<file path="config.mk">
export PLATFORM = sky130hd
export DESIGN_NAME = modular_exponentiation
export DESIGN_NICKNAME = d
export VERILOG_FILES = /design/src/rtl/mexp_pkg.sv /design/src/rtl/mexp_mulmod.sv /design/src/rtl/modular_exponentiation.sv
export SDC_FILE = /design/constraint.sdc
export NUM_CORES = 1
export LEC_CHECK = 0
export BUFFER_PORTS_ARGS = -buffer_cell sky130_fd_sc_hd__buf_2
export CAP_MARGIN = 30
export CORE_ASPECT_RATIO = 1.75
export CORE_MARGIN = 5
export CORE_UTILIZATION = 25
export CTS_CLUSTER_DIAMETER = 150
export DETAILED_ROUTE_END_ITERATION = 7
export GPL_ROUTABILITY_DRIVEN = 0
export MAX_ROUTING_LAYER = met4
export PLACE_DENSITY_LB_ADDON = 0.15
export SLEW_MARGIN = 5
export SYNTH_ARGS = -nofsm -noshare
export SYNTH_HDL_FRONTEND = slang
export SYNTH_SLANG_ARGS = --single-unit
export TNS_END_PERCENT = 10
</file>
<file path="constraint.sdc">
create_clock -name clk_i -period 13.2 [get_ports clk_i]
set_input_delay 1.98 -clock clk_i [delete_from_list [all_inputs] [get_ports clk_i]]
set_output_delay 1.98 -clock clk_i [all_outputs]
set_load 0.1 [all_outputs]
</file>
<file path="src/rtl/mexp_pkg.sv">
// shared types and constants for the modular exponentiation block
// no dependencies
package mexp_pkg;

  // width of the message, result and configuration data fields
  localparam int unsigned FIELD_BITS   = 32;
  localparam int unsigned CFG_IDX_BITS = 1;

  typedef logic [CFG_IDX_BITS-1:0] cfg_idx_t;

  // configuration register indices
  localparam cfg_idx_t REG_MODULUS  = 1'b0;
  localparam cfg_idx_t REG_EXPONENT = 1'b1;

  // sequencer states, one-hot
  typedef enum logic [4:0] {
    S_IDLE   = 5'b00001,
    S_REDUCE = 5'b00010,
    S_SCAN   = 5'b00100,
    S_MUL_R  = 5'b01000,
    S_MUL_B  = 5'b10000
  } state_e;

  // output slot wait is handled by the top level, which holds the sequencer in the scan state
  typedef enum logic [1:0] {
    OUT_EMPTY = 2'b01,
    OUT_FULL  = 2'b10
  } out_slot_e;

endpackage

</file>
<file path="src/rtl/mexp_mulmod.sv">
// bit-serial modular multiplier: a * b mod n, one multiplier bit per cycle
// does not depend on mexp_pkg (no imports needed)
module mexp_mulmod #(
  parameter int unsigned W = 32
) (
  input  logic         clk_i,
  input  logic         rst_ni,
  input  logic         start_i,
  input  logic [W-1:0] a_i,
  input  logic [W-1:0] b_i,
  input  logic [W-1:0] n_i,
  output logic         busy_o,
  output logic         done_o,
  output logic [W-1:0] prod_o
);

  localparam int unsigned CW = $clog2(W);

  logic          busy_q, busy_d;
  logic          done_q, done_d;
  logic [CW-1:0] cnt_q, cnt_d;
  logic [W-1:0]  acc_q, acc_d;
  logic [W-1:0]  a_q, a_d;
  logic [W-1:0]  b_q, b_d;

  logic [W+1:0] n_ext, n2_ext, t, t_n, t_2n;
  logic [W-1:0] step;

  // acc stays below n, a is at most n, so 2*acc + a stays below 3n
  assign n_ext  = (W+2)'(n_i);
  assign n2_ext = n_ext << 1;
  assign t      = ({2'b00, acc_q} << 1) + (b_q[W-1] ? (W+2)'(a_q) : '0);
  assign t_n    = t - n_ext;
  assign t_2n   = t - n2_ext;

  always_comb begin
    if (n_i == '0) begin
      step = t[W-1:0];                  // no modulus: wrap at word width
    end else if (t >= n2_ext) begin
      step = t_2n[W-1:0];
    end else if (t >= n_ext) begin
      step = t_n[W-1:0];
    end else begin
      step = t[W-1:0];
    end
  end

  always_comb begin
    busy_d = busy_q;
    done_d = 1'b0;
    cnt_d  = cnt_q;
    acc_d  = acc_q;
    a_d    = a_q;
    b_d    = b_q;
    if (start_i) begin
      busy_d = 1'b1;
      cnt_d  = CW'(W - 1);
      acc_d  = '0;
      a_d    = a_i;
      b_d    = b_i;
    end else if (busy_q) begin
      acc_d = step;
      b_d   = b_q << 1;
      cnt_d = cnt_q - 1'b1;
      if (cnt_q == '0) begin
        busy_d = 1'b0;
        done_d = 1'b1;
      end
    end
  end

  always_ff @(posedge clk_i or negedge rst_ni) begin
    if (!rst_ni) begin
      busy_q <= 1'b0;
      done_q <= 1'b0;
      cnt_q  <= '0;
    end else begin
      busy_q <= busy_d;
      done_q <= done_d;
      cnt_q  <= cnt_d;
    end
  end

  always_ff @(posedge clk_i) begin
    acc_q <= acc_d;
    a_q   <= a_d;
    b_q   <= b_d;
  end

  assign busy_o = busy_q;
  assign done_o = done_q;
  assign prod_o = acc_q;

`ifndef NO_ASSERTIONS
  a_start_idle : assert property (@(posedge clk_i) disable iff (!rst_ni)
    start_i |-> !busy_q)
    else $error("multiplier started while busy");
  a_done_after_busy : assert property (@(posedge clk_i) disable iff (!rst_ni)
    done_q |-> $past(busy_q))
    else $error("done without a running multiplication");
  a_prod_reduced : assert property (@(posedge clk_i) disable iff (!rst_ni)
    (done_q && (n_i != '0)) |-> (acc_q < n_i))
    else $error("product not reduced below modulus");
`endif

endmodule

</file>
<file path="src/rtl/modular_exponentiation.sv">
// top level of the modular exponentiation block: configuration, sequencer, output slot
// depends on mexp_pkg and mexp_mulmod
//
// Computes power_result = message ^ key_exponent mod modulus, one result per request.
// Software writes modulus (index 0) and key_exponent (index 1) while the block is idle;
// after reset they hold 1 and 0. A request first reduces the message modulo the modulus,
// then scans the exponent from its least significant bit: a set bit multiplies the
// running result by the base, and the base is squared while higher set bits remain.
// Every multiplication runs on one shared bit-serial unit that handles one multiplier bit
// a cycle. An exponent of zero gives 1 once the base reduction is done, even for
// modulus 1, and a modulus of zero skips the reduction and makes the arithmetic wrap at
// the word width. The block takes no new request while one is in work; a finished
// result sits in an output register, so the next request can start while that result
// waits to be taken.
module modular_exponentiation #(
  parameter int unsigned WORD_BITS = 32
) (
  input  logic                                clk_i,
  input  logic                                rst_ni,
  // configuration writes
  input  logic                                cfg_we_i,
  input  mexp_pkg::cfg_idx_t                  cfg_idx_i,
  input  logic [mexp_pkg::FIELD_BITS-1:0]     cfg_data_i,
  // request channel
  input  logic                                in_valid_i,
  output logic                                in_stall_o,
  input  logic [mexp_pkg::FIELD_BITS-1:0]     message_i,
  // result channel
  output logic                                out_valid_o,
  input  logic                                out_stall_i,
  output logic [mexp_pkg::FIELD_BITS-1:0]     power_result_o
);

  import mexp_pkg::*;

  localparam int unsigned W = WORD_BITS;

  // configuration registers, taken modulo 2^W
  logic [W-1:0] modulus_q, exponent_q;
  logic [63:0]  cfg_wide;

  // working registers of one request
  state_e       state_q, state_d;
  logic [W-1:0] base_q, base_d;
  logic [W-1:0] result_q, result_d;
  logic [W-1:0] exp_q, exp_d;

  // output slot
  out_slot_e                slot_q, slot_d;
  logic [FIELD_BITS-1:0]    out_data_q, out_data_d;

  // shared multiplier
  logic         mm_start;
  logic [W-1:0] mm_a, mm_b;
  logic         mm_busy, mm_done;
  logic [W-1:0] mm_prod;

  logic [63:0]  msg_wide, res_wide;
  logic         in_take, out_take, finish;

  assign cfg_wide = 64'(cfg_data_i);
  assign msg_wide = 64'(message_i);

  // configuration decoder
  always_ff @(posedge clk_i or negedge rst_ni) begin
    if (!rst_ni) begin
      modulus_q  <= W'(1);
      exponent_q <= '0;
    end else if (cfg_we_i) begin
      unique case (cfg_idx_i)
        REG_MODULUS:  modulus_q  <= cfg_wide[W-1:0];
        REG_EXPONENT: exponent_q <= cfg_wide[W-1:0];
        default: ;
      endcase
    end
  end

  // a request is taken only when the sequencer is idle
  assign in_stall_o = (state_q != S_IDLE);
  assign in_take    = in_valid_i && !in_stall_o;
  assign out_take   = out_valid_o && !out_stall_i;

  // sequencer
  always_comb begin
    state_d  = state_q;
    base_d   = base_q;
    result_d = result_q;
    exp_d    = exp_q;
    mm_start = 1'b0;
    mm_a     = base_q;
    mm_b     = base_q;
    finish   = 1'b0;
    unique case (state_q)
      S_IDLE: begin
        if (in_take) begin
          base_d   = msg_wide[W-1:0];
          result_d = W'(1);
          exp_d    = exponent_q;
          if (modulus_q != '0) begin
            // reduce the message: message * 1 mod n
            mm_start = 1'b1;
            mm_a     = W'(1);
            mm_b     = msg_wide[W-1:0];
            state_d  = S_REDUCE;
          end else begin
            state_d = S_SCAN;
          end
        end
      end
      S_REDUCE: begin
        if (mm_done) begin
          base_d  = mm_prod;
          state_d = S_SCAN;
        end
      end
      S_SCAN: begin
        if (exp_q == '0) begin
          finish  = 1'b1;
          state_d = S_IDLE;
        end else if (exp_q[0]) begin
          // multiply running result by base
          mm_start = 1'b1;
          mm_a     = base_q;
          mm_b     = result_q;
          state_d  = S_MUL_R;
        end else begin
          // clear bit with higher bits set: square base
          exp_d    = exp_q >> 1;
          mm_start = 1'b1;
          state_d  = S_MUL_B;
        end
      end
      S_MUL_R: begin
        if (mm_done) begin
          result_d = mm_prod;
          exp_d    = exp_q >> 1;
          if (exp_q[W-1:1] != '0) begin
            mm_start = 1'b1;
            state_d  = S_MUL_B;
          end else begin
            state_d = S_SCAN;
          end
        end
      end
      S_MUL_B: begin
        if (mm_done) begin
          base_d  = mm_prod;
          state_d = S_SCAN;
        end
      end
      default: state_d = S_IDLE;
    endcase
    // hold the finished request until the output slot can take it
    if (finish && (slot_q == OUT_FULL) && !out_take) begin
      finish  = 1'b0;
      state_d = S_SCAN;
    end
  end

  assign res_wide = 64'(result_q);

  // output slot
  always_comb begin
    slot_d     = slot_q;
    out_data_d = out_data_q;
    if (out_take) begin
      slot_d = OUT_EMPTY;
    end
    if (finish) begin
      slot_d     = OUT_FULL;
      out_data_d = res_wide[FIELD_BITS-1:0];
    end
  end

  always_ff @(posedge clk_i or negedge rst_ni) begin
    if (!rst_ni) begin
      state_q <= S_IDLE;
      slot_q  <= OUT_EMPTY;
    end else begin
      state_q <= state_d;
      slot_q  <= slot_d;
    end
  end

  always_ff @(posedge clk_i) begin
    base_q     <= base_d;
    result_q   <= result_d;
    exp_q      <= exp_d;
    out_data_q <= out_data_d;
  end

  assign out_valid_o    = (slot_q == OUT_FULL);
  assign power_result_o = out_data_q;

  mexp_mulmod #(
    .W (W)
  ) u_mulmod (
    .clk_i   (clk_i),
    .rst_ni  (rst_ni),
    .start_i (mm_start),
    .a_i     (mm_a),
    .b_i     (mm_b),
    .n_i     (modulus_q),
    .busy_o  (mm_busy),
    .done_o  (mm_done),
    .prod_o  (mm_prod)
  );

`ifndef NO_ASSERTIONS
  a_done_in_mul_state : assert property (@(posedge clk_i) disable iff (!rst_ni)
    mm_done |-> ((state_q == S_REDUCE) || (state_q == S_MUL_R) || (state_q == S_MUL_B)))
    else $error("multiplier finished outside a multiply state");
  a_finish_exp_clear : assert property (@(posedge clk_i) disable iff (!rst_ni)
    finish |-> (exp_q == '0))
    else $error("request finished with exponent bits left");
  a_busy_in_mul_state : assert property (@(posedge clk_i) disable iff (!rst_ni)
    mm_busy |-> ((state_q == S_REDUCE) || (state_q == S_MUL_R) || (state_q == S_MUL_B)))
    else $error("multiplier running while sequencer does not wait for it");
`endif

endmodule
</file>
* Word-level counts from Yosys, hierarchy flattened
Cells that the tools add are included.
Word-level totals: bits in registers 302, input port bits 70, output and inout bits 34, logic and storage cells 114
Cells by class: $add $sub $neg 4, order comparisons 2, equal/unequal tests 15, muxes and demuxes 52, bitwise logic cells 1, reduce and logical (&&, ||, !) cells 25
Operators by type and width (number):
- $mux 32 | 20
- $pmux 32 s2 | 3
- $pmux 32 s3 | 1
- $logic_not 32->1 | 2
- $sub 32x32->32 | 2
- $mux 5 | 9
- $add 33x32->34 | 1
- $ge 34x32->1 | 1
- $ge 34x33->1 | 1
- $reduce_bool 32->1 | 1
- $reduce_bool 31->1 | 1
- $pmux 5 s4 | 1
- $mux 1 | 14
- $reduce_and 3->1 | 3
- $reduce_bool 2->1 | 4
- $ne 2x2->1 const B | 3
- $eq 5x1->1 const B | 1
- $eq 5x2->1 const B | 1
- $eq 5x3->1 const B | 1
- $eq 5x4->1 const B | 1
- $eq 5x5->1 const B | 1
- $logic_not 5->1 | 1
- $ne 5x1->1 const B | 1
- $reduce_and 5->1 | 1
- other kinds (16) | 24

* Depth between registers and ports, before layout
depth in word-level cells 7, gate-level depth with buffers 26, mapped depth without buffers 23

* By module
From an unflattened synthesis, not the netlist that was laid out.
Unflattened totals: cell total of the unflattened synthesis 1699, area, all modules 18353.9 um^2
By module, submodules not included:
- mexp_mulmod | instances 1, cells each 1121, area each 9710.6 um^2, sequential area each 2737.6 um^2
- modular_exponentiation | instances 1, cells each 578, area each 8643.3 um^2, sequential area each 5624.1 um^2

* Worst setup path before layout
OpenSTA, ideal clock, no wires.
kind reg-to-reg, from reg u_mulmod.b_q[31], to reg u_mulmod.acc_q[23] (netlist: u_mulmod.prod_o[23]), setup time 0.117 ns, arrival time 5.115 ns, required time 13.083 ns, path slack 7.967 ns, stages on the path, launching flop included 25, path buffers 3, period minus slack after synthesis 5.233 ns, cell sequence edfxtp_1 clkbuf_1 and2_1 ha_1 buf_6 a21oi_2 a21oi_1 a211o_1 or3_1 and2_1 o21a_1 nor2_1 xnor2_1 ha_1 and2_1 a221o_1 a221oi_1 o21ai_1 a21oi_2 a31o_2 nand4b_4 o31a_1 buf_6 a2bb2oi_2 a32o_1
Between the ends: cells in the longest elaborated chain, start to end 6, elaborated cells between the ends (all ways) 9, classes of those cells add/sub (3); order compare (2); mux (4)
Ends and longest elaborated chain:
- from (decl) | line mexp_mulmod.sv:24 | logic [W-1:0] b_q, b_d;
- from (signal assigned) | line mexp_mulmod.sv:87 | b_q <= b_d;
- $mux 32 (*) | line mexp_mulmod.sv:32 | assign t = ({2'b00, acc_q} << 1) + (b_q[W-1] ? (W+2)'(a_q) : '0);
- $add 33x32->34 (*) | line mexp_mulmod.sv:32
- $sub 32x32->32 or $ge 34x32->1 (tied branches) | line mexp_mulmod.sv:33, mexp_mulmod.sv:41
- $mux 32 | line mexp_mulmod.sv:41 | end else if (t >= n_ext) begin
- $mux 32 | line mexp_mulmod.sv:39 | end else if (t >= n2_ext) begin
- $mux 32 (*) | line mexp_mulmod.sv:37 | if (n_i == '0) begin
- to (signal assigned) | line mexp_mulmod.sv:85 | acc_q <= acc_d;
- to (decl) | line mexp_mulmod.sv:22 | logic [W-1:0] acc_q, acc_d;
Mark *: on every way between the ends. The rest lies on a longest branch, timed or not. A chain may end at the register's enable or synchronous reset.

* Worst setup path after layout
from reg u_mulmod.b_q[31], to reg u_mulmod.acc_q[28] (netlist: u_mulmod.prod_o[28])
The elaborated chain is that of the path after synthesis.

==> results.ini <==
[sta]
max_slew_margin = 0.314
setup_tns_ns = 0
hold_viol = 0
fmax_mhz = 130
period_share = 0.583
final.setup_skew_ns = 0.0125
period_minus_slack_ns = 7.70
finalSetupViolCount = 0
drv_slew = 0
rsz0062_at_grt = no
worst_pin_slew_ns = 1.03
worst_hold_slack_ns = 0.454

[clocking]
post_cts_resized = 0
cts_buffers = 30
clkSlewWorstSetupHoldPaths_ns = 0.07
ctsHoldBuffers = 0
cts.sink_count = 302
cts_tree = yes
cts_setup_buffers = 0
clk_path_buf_depth = 3
cts_max_level = 1
cts_root_buf = clkbuf_16
insertion_delay_ns = 0.59

[die]
die_area_um2 = 77500
io-pin-count = 104
placementRows = 130
fp.dieH_um = 365
fp.dieW_um = 213
start_util = 0.251
core_area_um2 = 71600

[route]
vias = 13700
vias_per_cell = 4.94
drtIter0Drc = 694
dr.pass1.iters = 5
wl_um = 57200
drc = 0
antenna_left = 0
wl_per_cell_um = 20.6

[synthesis]
synth_area_per_cell_um2 = 10.3
yosysUniqueCellTypes = 93
synth_fp_nets = 1911
synth_top_area_share = 0.321
synth-main-ff-cell = edfxtp_1
synth_seq_area_share = 0.466
synth_edf_count = 192
synthMostInstantiatedCell = edfxtp_1
syn_inst = 1741
netlist_area_um2 = 18000
yosys_warnings = 0
synth_top_area_cell = edfxtp_1
synth_seq_cells = 302
synthArstFlopShare = 0.258
synthTopCellsByArea = edfxtp_1, dfrtp_1, ha_1, mux2_2, dfxtp_1
synthTopCellsByCount = edfxtp_1, nand2_1, nor2_1

[grt]
grt-ovfl-total = 0
first_global_vias = 14600
antenna_found_initial = 4
track_usage = 0.150
grt_pass1_wl_um = 88100
grt_start_max_net_pins = 72

[worst_setup_path]
crit_fanout = 32
arrival_ns = 8.19
critPathKind = reg -> reg
end_kind = flop
startpoint_type = flop
crit_required_ns = 13.69

[final_layout]
layout-drive-gt1-share = 0.160
nFillCells = 7543
layout.nets = 1992
regArea_um2 = 8360
areaGrowthSynthToFinish_pct = 14.8
multiInputGateArea_um2 = 9070

[placed_design]
hpwl_um = 45000
port_buffers = 103

[run_status]
outcome = complete, no violations

[min_path]
holdCritPathClass = reg -> reg

[run]
drv_cap = 0

[layout by cell type, fill, tap and decap left out, types with 7 or more instances in the layout]
cell and instances:
clkbuf_16 31, xor2_1 31, nor3_1 22, nor2b_1 44
a21oi_1 85, nand2_1 152, nand4_1 15, o21a_1 16
nor2_1 117, and3_1 14, o211ai_1 7, inv_1 65
nor4_1 18, o21ai_1 8, clkbuf_1 7, ha_1 97
a21o_1 44, nand3_1 28, buf_2 103, and2_1 66
dfrtp_1 75, o21ai_0 95, buf_4 24, a31oi_1 45
edfxtp_1 192, a22o_1 32, mux2_2 64, nand2b_1 14
a211oi_1 22, xnor2_1 48, o31ai_1 15, nand3b_1 11
dfxtp_1 32, o21bai_1 9, a22oi_1 34
[final timing paths]
check	end	startpoint	slack, ns	cells after the start
worst min-delay path	power_result_o[15]	result_q[15]	0.45	0
max in group asynchronous	modulus_q[30]	rst_ni	11.17	3
worst max register to register	u_mulmod.prod_o[28]	u_mulmod.b_q[31]	5.50	21
worst min register to register	power_result_o[15]	result_q[15]	0.45	0
min in group asynchronous	u_mulmod.cnt_q[1]	rst_ni	1.21	1
worst max-delay path	u_mulmod.prod_o[28]	u_mulmod.b_q[31]	5.50	21
[area by class of cell]
| class | instances | area share |
|---|---|---|
| sequential | 302 | 0.406 |
| antenna | 4 | 0.000486 |
| multi-input combinational | 1291 | 0.440 |
| clock buffer | 42 | 0.0416 |
| timing repair buffer | 130 | 0.0374 |
| tap | 924 | 0.0561 |
| inverter | 67 | 0.0123 |
| clock inverter | 14 | 0.00619 |
[metal layers]
layer | vias to the layer above | routed length (um) | GRT usage
met3 | 110 | 1670 | 0.0149
met1 | 6654 | 22700 | 0.165
met2 | 271 | 30400 | 0.274
met5 | - | 0 | -
met4 | 0 | 2360 | 0.0599
li1 | 6674 | - | -
[flip-flops by register name, summed over array words and instances (netlist names)]
| name | cells |
|---|---|
| state_q | 5 |
| u_mulmod.done_o | 1 |
| power_result_o | 32 |
| u_mulmod.a_q | 32 |
| slot_q | 2 |
| u_mulmod.busy_o | 1 |
| base_q | 32 |
| modulus_q | 32 |
| u_mulmod.cnt_q | 5 |
| exp_q | 32 |
| u_mulmod.prod_o | 32 |
| exponent_q | 32 |
| result_q | 32 |
| u_mulmod.b_q | 32 |
[worst max-delay path: stages, from the launching register on]
cell and delay, ns:
edfxtp_1 0.95, and2_1 0.24, ha_1 0.20, inv_1 0.06, fa_1 0.40, nor2b_1 0.18
o31ai_1 0.15, a211oi_1 0.40, o31ai_2 0.17, a21oi_2 0.28, o211ai_1 0.21, a311oi_1 0.35
xor2_1 0.51, ha_1 0.29, nand3_1 0.33, nor3_1 0.28, nor4bb_1 0.70, a31oi_1 0.28
nand3_2 0.29, o31a_1 0.80, nor2_1 0.13, a2111oi_2 0.38
[cell families (layout without fill, tap and decap cells)]
logic type                 after synthesis  in the layout  synth area share
DFF                                    302            302             0.466
xor gates and xnor gates                79             79            0.0385
and+or+nand+nor                        539            539             0.152
muxes                                   69             69            0.0429
AOI/OAI and AO/OA                      504            504             0.197
buffers and inverters                  148            253            0.0331
other                                    0              4                 0
adders and majority gates              100            100            0.0709
[through the flow]
stage | utilization | instances | worst slack (ns) | instance area, um^2
CTS | 0.287 | 2767 | 5.18 | 20500
floorplan | - | 1741 | 7.97 | 18000
global placement | 0.273 | 2708 | 5.42 | 19500
global route | 0.288 | 2773 | 4.95 | 20600
detailed placement | 0.273 | 2711 | 5.23 | 19600
finish | 0.288 | 2774 | 5.50 | 20600
Power is not shown: default switching activity piles up to over one toggle a cycle in this logic, so the estimate is an artifact.
